`src/sv/assert_macros.svh`:
```
// Assertion macros shared by the sequencer RTL.
`ifndef ASSERT_MACROS_SVH
`define ASSERT_MACROS_SVH
`ifndef SYNTH
// Checked only out of reset.
`define LRSS_ASSERT(lbl, prop, msg) \
  lbl: assert property (@(posedge clk) disable iff (!rst_n) prop) else $error(msg);
// Checked on every edge, reset included.
`define LRSS_ASSERT_ALWAYS(lbl, prop, msg) \
  lbl: assert property (@(posedge clk) prop) else $error(msg);
`else
`define LRSS_ASSERT(lbl, prop, msg)
`define LRSS_ASSERT_ALWAYS(lbl, prop, msg)
`endif
`endif

```
`src/sv/lrss_pkg.sv`:
```
// Types and constants of the limit-reversing stepper sequencer.
`timescale 1ns / 1ps
package lrss_pkg;

  typedef enum logic [1:0] {
    CMD_UPDATE = 2'd0,
    CMD_RUN    = 2'd1,
    CMD_STOP   = 2'd2,
    CMD_DUTY   = 2'd3
  } cmd_e_t;

  typedef enum logic [1:0] {
    MODE_IDLE     = 2'd0,
    MODE_RUN      = 2'd1,
    MODE_TO_LIMIT = 2'd2,
    MODE_BACK     = 2'd3
  } mode_t;

  localparam int unsigned CFG_IDX_W = 1;
  localparam logic [CFG_IDX_W-1:0] REG_DEBOUNCE  = 1'b0;
  localparam logic [CFG_IDX_W-1:0] REG_EXTRA_RUN = 1'b1;

  localparam logic [15:0] DEBOUNCE_RST  = 16'd50;
  localparam logic [15:0] EXTRA_RUN_RST = 16'd2000;

  typedef struct packed {
    logic [1:0]  command;
    logic        switch_level;
    logic [31:0] now_ms;
    logic [7:0]  duty_value;
  } in_item_t;

  typedef struct packed {
    logic        run_drive;
    logic        dir_drive;
    logic [7:0]  duty_out;
    logic [1:0]  motor_mode;
    logic        limit_hit;
  } out_item_t;

endpackage

```
`src/sv/limit_reversing_stepper_sequencer_core.sv`:
```
// Limit-reversing stepper sequencer: command decode, limit debounce and mode control.
`timescale 1ns / 1ps
`include "assert_macros.svh"
// One result per command, one command per cycle sustained while out_ready
// stays high. A command is captured in the input register, the
// mode/debounce/centering update runs in a single combinational pass from
// there, and the result lands in the output register: out_valid rises when
// the result is loaded there, after the command has sat in the input register.
// The output register lets a new command be taken while a result still
// waits; stalls back up through in_ready. cfg_ready is always high;
// registers should be written only while no command is in flight.
module limit_reversing_stepper_sequencer_core #(
  parameter int unsigned PWM_BITS = 8
) (
  input  logic                              clk,
  input  logic                              rst_n,
  input  logic                              in_valid,
  output logic                              in_ready,
  input  lrss_pkg::in_item_t                in_data,
  output logic                              out_valid,
  input  logic                              out_ready,
  output lrss_pkg::out_item_t               out_data,
  input  logic                              cfg_valid,
  output logic                              cfg_ready,
  input  logic [lrss_pkg::CFG_IDX_W-1:0]    cfg_index,
  input  logic [15:0]                       cfg_data
);
  import lrss_pkg::*;

  localparam logic [7:0] DUTY_LIM = (PWM_BITS >= 8) ? 8'hFF : 8'((1 << PWM_BITS) - 1);

  // pipeline registers
  in_item_t  in_r;
  logic      in_valid_r;
  out_item_t out_r;
  logic      out_valid_r;

  // config
  logic [15:0] debounce_r;
  logic [15:0] extra_run_r;

  // sequencer state
  mode_t       mode_r, mode_nxt;
  logic        running_r, running_nxt;
  logic        dir_r, dir_nxt;
  logic        run_lvl_r, run_lvl_nxt;
  logic        last_sw_r, last_sw_nxt;
  logic [31:0] last_hit_r, last_hit_nxt;
  logic [31:0] center_r, center_nxt;
  logic [7:0]  duty_r, duty_nxt;

  logic        adv;
  logic        s1_fire;
  cmd_e_t      cmd;
  logic [31:0] hit_gap;
  logic [31:0] back_gap;
  logic        hit_cand;
  logic        back_live;
  logic        sample;
  logic        hit;

  assign adv       = !out_valid_r || out_ready;
  assign s1_fire   = in_valid_r && adv;
  assign in_ready  = !in_valid_r || adv;
  assign out_valid = out_valid_r;
  assign out_data  = out_r;
  assign cfg_ready = 1'b1;

  assign cmd       = cmd_e_t'(in_r.command);
  assign hit_gap   = in_r.now_ms - last_hit_r;
  assign back_gap  = in_r.now_ms - center_r;
  // falling edge with the debounce window elapsed
  assign hit_cand  = last_sw_r && !in_r.switch_level && (hit_gap > {16'b0, debounce_r});
  assign back_live = back_gap < {16'b0, extra_run_r};

  always_comb begin
    mode_nxt     = mode_r;
    running_nxt  = running_r;
    dir_nxt      = dir_r;
    run_lvl_nxt  = run_lvl_r;
    last_sw_nxt  = last_sw_r;
    last_hit_nxt = last_hit_r;
    center_nxt   = center_r;
    duty_nxt     = duty_r;
    sample       = 1'b0;
    unique case (cmd)
      CMD_UPDATE: begin
        unique case (mode_r)
          MODE_RUN, MODE_TO_LIMIT: sample = 1'b1;
          MODE_BACK: begin
            if (back_live) begin
              sample = 1'b1;
            end else begin
              mode_nxt    = MODE_IDLE;
              run_lvl_nxt = 1'b0;
              running_nxt = 1'b0;
            end
          end
          default: ;
        endcase
      end
      CMD_RUN: begin
        if (mode_r != MODE_RUN) begin
          mode_nxt    = MODE_RUN;
          running_nxt = 1'b1;
          run_lvl_nxt = 1'b1;
        end
        sample = 1'b1;
      end
      CMD_STOP: begin
        if (running_r) begin
          running_nxt = 1'b0;
          mode_nxt    = MODE_TO_LIMIT;
          run_lvl_nxt = 1'b1;
        end
      end
      default: begin
        duty_nxt = (in_r.duty_value > DUTY_LIM) ? DUTY_LIM : in_r.duty_value;
      end
    endcase
    hit = sample && hit_cand;
    if (sample) begin
      last_sw_nxt = in_r.switch_level;
    end
    if (hit) begin
      last_hit_nxt = in_r.now_ms;
      dir_nxt      = !dir_r;
      // reaching the limit while centering starts the run back
      if (cmd == CMD_UPDATE && mode_r == MODE_TO_LIMIT) begin
        mode_nxt   = MODE_BACK;
        center_nxt = in_r.now_ms;
      end
    end
  end

  always_ff @(posedge clk) begin
    if (!rst_n) begin
      mode_r     <= MODE_IDLE;
      running_r  <= 1'b0;
      dir_r      <= 1'b0;
      run_lvl_r  <= 1'b0;
      last_sw_r  <= 1'b1;
      last_hit_r <= '0;
      center_r   <= '0;
      duty_r     <= '0;
    end else if (s1_fire) begin
      mode_r     <= mode_nxt;
      running_r  <= running_nxt;
      dir_r      <= dir_nxt;
      run_lvl_r  <= run_lvl_nxt;
      last_sw_r  <= last_sw_nxt;
      last_hit_r <= last_hit_nxt;
      center_r   <= center_nxt;
      duty_r     <= duty_nxt;
    end
  end

  always_ff @(posedge clk) begin
    if (!rst_n) begin
      debounce_r  <= DEBOUNCE_RST;
      extra_run_r <= EXTRA_RUN_RST;
    end else if (cfg_valid) begin
      unique case (cfg_index)
        REG_DEBOUNCE:  debounce_r  <= cfg_data;
        REG_EXTRA_RUN: extra_run_r <= cfg_data;
        default: ;
      endcase
    end
  end

  always_ff @(posedge clk) begin
    if (!rst_n) begin
      in_valid_r  <= 1'b0;
      out_valid_r <= 1'b0;
    end else begin
      if (in_ready) begin
        in_valid_r <= in_valid;
      end
      if (adv) begin
        out_valid_r <= in_valid_r;
      end
    end
  end

  always_ff @(posedge clk) begin
    if (in_valid && in_ready) begin
      in_r <= in_data;
    end
    if (s1_fire) begin
      out_r.run_drive  <= run_lvl_nxt;
      out_r.dir_drive  <= dir_nxt;
      out_r.duty_out   <= duty_nxt;
      out_r.motor_mode <= mode_nxt;
      out_r.limit_hit  <= hit;
    end
  end

  `LRSS_ASSERT(a_hit_not_idle, (out_valid_r && out_r.limit_hit) |-> (out_r.motor_mode != MODE_IDLE), "limit hit reported in idle")
  `LRSS_ASSERT_ALWAYS(a_drive_mode, rst_n |=> (run_lvl_r == (mode_r != MODE_IDLE)), "run level out of step with mode")
  `LRSS_ASSERT_ALWAYS(a_running_mode, rst_n |=> (running_r == (mode_r == MODE_RUN)), "running flag out of step with mode")
  `LRSS_ASSERT(a_duty_sat, duty_r <= DUTY_LIM, "duty above PWM limit")
  `LRSS_ASSERT(a_hit_stamp, (s1_fire && hit) |=> (last_hit_r == $past(in_r.now_ms)), "hit time not recorded")

endmodule
```
`config.mk`:
```
export PLATFORM = sky130hd
export DESIGN_NAME = limit_reversing_stepper_sequencer_core
export DESIGN_NICKNAME = d
export VERILOG_FILES = /design/src/sv/lrss_pkg.sv /design/src/sv/limit_reversing_stepper_sequencer_core.sv
export VERILOG_INCLUDE_DIRS = /design/src /design/src/sv
export SDC_FILE = /design/constraint.sdc
export NUM_CORES = 1
export LEC_CHECK = 0
export BUFFER_PORTS_ARGS = -buffer_cell sky130_fd_sc_hd__buf_2
export CAP_MARGIN = 20
export CORE_MARGIN = 3
export CORE_UTILIZATION = 60
export CTS_BUF_LIST = sky130_fd_sc_hd__clkbuf_4 sky130_fd_sc_hd__clkbuf_8
export CTS_CLUSTER_SIZE = 10
export DETAILED_ROUTE_END_ITERATION = 6
export PLACE_DENSITY = 0.84
export SYNTH_ARGS = -nofsm -noshare
export SYNTH_HDL_FRONTEND = slang
export SYNTH_SLANG_ARGS = --single-unit
```
`constraint.sdc`:
```
create_clock -name clk -period 8.5 [get_ports clk]
set_input_delay 0.85 -clock clk [delete_from_list [all_inputs] [get_ports clk]]
set_output_delay 0.85 -clock clk [all_outputs]
set_load 0.01 [all_outputs]
```
==> impl_results.rst <==
.. list-table::
   :header-rows: 1

   * - Metric
     - Value
   * - Arrival time worst endpoint
     - 6840 ps
   * - EDFF count, synth
     - 56
   * - Post-layout nets
     - 1,507
   * - Fraction of final layout cells sized beyond drive strength 1
     - 10.7%
   * - Antenna Cells
     - 0
   * - Kind of end point of the critical path
     - register
   * - Run status
     - finished, final reports clean
   * - Layout overhead on the synthesized area
     - 8.10%
   * - Cell types occupying the most area after synthesis
     - dfxtp_1 (20%), edfxtp_1 (15%), ha_1 (11%)
   * - Post-route fraction of the period consumed by the critical path
     - 76.3%
   * - CP Max Fanout
     - 18
   * - Via count of the first global-routing pass
     - 8,930
   * - Total nets after synthesis
     - 1,455
   * - Worst hold slack after final layout
     - 460 ps
   * - Leading cell type in the layout, fill and taps excluded
     - nand2_1
   * - Post-Syn Instances
     - 1,287
   * - Worst Clk Skew
     - 14.0 ps
   * - Total number of vias
     - 9,591
   * - Standard-cell rows
     - 48
   * - Number of filler cells placed in the layout
     - 1,478
   * - Slew at the pin closest to its max-slew limit
     - 1020 ps
   * - Placed instance area
     - 11,500 sq um
   * - Overall Global Routing Usage
     - 27.6%
   * - Buffer levels on the longest clock path
     - 2
   * - Part of the Yosys area used for sequential elements
     - 35.6%
   * - Setup Fix Bufs, Post-CTS
     - 0
   * - Number of setup violations in the final report
     - 0
   * - DP HPWL
     - 21,000 microns
   * - Total clock sinks
     - 168
   * - Worst-skew pair later-pin latency
     - 480 ps
   * - Ratio of routed vias to standard cells
     - 6.08
   * - Primary flip-flop cell chosen by synthesis mapping
     - dfxtp_1
   * - Per-cell routed wire length
     - 17.7 microns
   * - CTS tree
     - yes
   * - Initial detailed-routing violation count
     - 890
   * - Seq cells post-synth
     - 168
   * - Largest net degree at the start of global routing
     - 68
   * - Worst-case vdd ir drop
     - 0.154 mV
   * - Overall routed net length
     - 28,000 microns
   * - Number of CTS-inserted buffers
     - 17
   * - Slew headroom
     - 31.9%
   * - Pre-Repair DR Iteration Count
     - 7
   * - Cells resized by post-CTS repair
     - 0
   * - Y dimension of the die
     - 142 microns
   * - Static Leak
     - 4.51 nW
   * - Fmax achieved
     - 154 MHz
   * - Level count of the clock H-tree
     - 4
   * - Cell area after synthesis
     - 11,000 sq um
   * - Setup CP Type
     - reg2reg
   * - Total Negative Setup Slacks
     - 0 ps
   * - Remaining DRCs
     - 0
   * - Antenna-violating nets left
     - 0
   * - Share of the synthesized area in the top cell type
     - 20.3%
   * - Number of top-level pins
     - 81
   * - Effective utilization at floorplan
     - 62.4%
   * - Cell taking the most area after synthesis
     - dfxtp_1
   * - Die Area
     - 20,000 sq um
   * - HP Class
     - reg2reg
   * - Startpoint kind of the worst setup timing path
     - register
   * - Residual overflow from global routing
     - 0
   * - Root buffer cell
     - clkbuf_8
   * - Max-capacitance violation count
     - 0
   * - Final instance area
     - 11,900 sq um
   * - Initial antenna violation count
     - 0
   * - Chip Width
     - 142 microns
   * - Setup repair after global routing missed its margin
     - no
   * - Required time of the worst setup path
     - 8860 ps
   * - Number of warnings reported in the yosys synthesis log
     - 0
   * - Global-route wire length before repair
     - 44,900 microns
   * - Cell area power density
     - 154 nW/um^2
   * - Synth async-reset ratio
     - 0%
   * - Clock slew seen by the registers of the worst setup and hold paths
     - 110 ps
   * - Commonest cells after routing, fill and taps aside
     - nand2_1 (231), inv_1 (115), a21oi_1 (113)
   * - Hold-fix buffers, CTS
     - 0
   * - Hold Vio Cnt, Final
     - 0
   * - Number of max-slew violations in the final report
     - 0
   * - Avg Cell Area, Syn
     - 8.56 sq um
   * - Area of the core
     - 17,700 sq um
   * - Final critical path time including I/O delays and setup
     - 6480 ps
   * - Global placement routability congestion
     - 0.987
   * - Netlist cell types
     - 75
   * - Port Buffers
     - 79
sequential cells by signal, summed over array words and instances, names as in the netlist:
register,flops
extra_run_r,16
run_lvl_r,1
cmd,2
center_r,32
out_valid,1
in_valid_r,1
duty_r,8
out_data,13
debounce_r,16
last_hit_r,32
mode_r,2
running_r,1
dir_r,1
in_r,41
last_sw_r,1
path summary, 6_finish.rpt:
path | startpoint | to | slack [ps] | cells past startpoint
setup reg to reg | in_r[8] | last_hit_r[2] | 2020 | 21
hold reg to reg | debounce_r[14] | debounce_r[14] | 460 | 2
hold / removal | debounce_r[14] | debounce_r[14] | 460 | 2
setup / recovery | in_r[8] | last_hit_r[2] | 2020 | 21
layout make-up:
class	instances	area, sq um	share of cell area [%]
Timing Repair Buffer	86	470	3.95
Multi-Input combinational cell	950	6390	53.7
Sequential cell	168	3920	32.9
Inverter	116	435	3.66
Tap cell	225	282	2.36
Clock buffer	17	234	1.96
Clock inverter	15	174	1.46
critical path, cell delays in order, from the launching register on:
cell and delay (ps):
edfxtp_1 400, inv_1 90, ha_1 180, inv_1 60, fa_1 470, a211oi_1 500, o211ai_1 290, a21oi_1 410
o21ai_0 160, xor2_1 200, ha_1 310, nand4_1 150, or4_1 580, nor3b_1 160, a221oi_1 400, nand4_1 180
a2111o_1 320, or4_1 610, o21ai_2 200, nor3_4 210, buf_4 290, mux2i_1 160
Yosys cell counts (5+ instances only):
library cell  number
or4_1              5
edfxtp_1          56
nor2b_1           13
nand4_1           27
o21a_1            13
o22ai_1            5
nor2_1            49
clkbuf_1          38
nand2_1          231
a21oi_1          113
o2111ai_1          6
a21o_1            24
o221ai_1           6
inv_1            115
and3_1             6
o21ai_0           52
ha_1             101
o21bai_1           5
mux2_2             8
xor2_1            19
nand2b_1          14
xnor2_1           26
or3_1              6
a31oi_1            7
nand3_1           14
nor3_1            19
a211oi_1          11
mux2i_1           67
o211ai_1          24
dfxtp_1          112
cells by family (layout without fill, tap and decap cells):
group | after synthesis | after routing | share of synthesized area (%)
other | 1 | 1 | 0.0340
multiplexers | 75 | 75 | 6.90
buffers and inverters | 169 | 234 | 6.39
flip-flops | 168 | 168 | 35.6
adder cells (fa/ha/maj) | 103 | 103 | 11.8
XOR/XNOR | 45 | 45 | 3.58
AO/OA/AOI/OAI | 311 | 311 | 18.1
AND/OR/NAND/NOR | 415 | 415 | 17.6
power breakdown:
group	leakage [nW]	internal, mW	switching [mW]
sequential	1.46	0.860	0.0207
combinational	2.85	0.141	0.221
clock	0.206	0.228	0.366
through the flow:
stage          util, %  worst slack [ps]  instances  power, mW
4_1_cts           67.3              2030       1575       1.83
2_1_floorplan        -              3390       1287       1.15
6_report          67.5              2020       1577       1.84
3_5_place_dp      65.0              2150       1543       1.25
3_3_place_gp      65.0              2200       1543       1.24
5_1_grt           67.5              1740       1577       1.91
routing by layer:
| layer | wire length, microns | global-route usage [%] | vias to the layer above | share of wire (%) |
|---|---|---|---|---|
| li1 | - | - | 4665 | - |
| met1 | 12600 | 39.4 | 4446 | 45 |
| met2 | 12300 | 41.6 | 400 | 44 |
| met3 | 1930 | 4.52 | 80 | 6.9 |
| met4 | 1140 | 11.4 | 0 | 4.1 |
| met5 | 0 | 0 | - | 0 |
(Power assumes the default switching activity.)
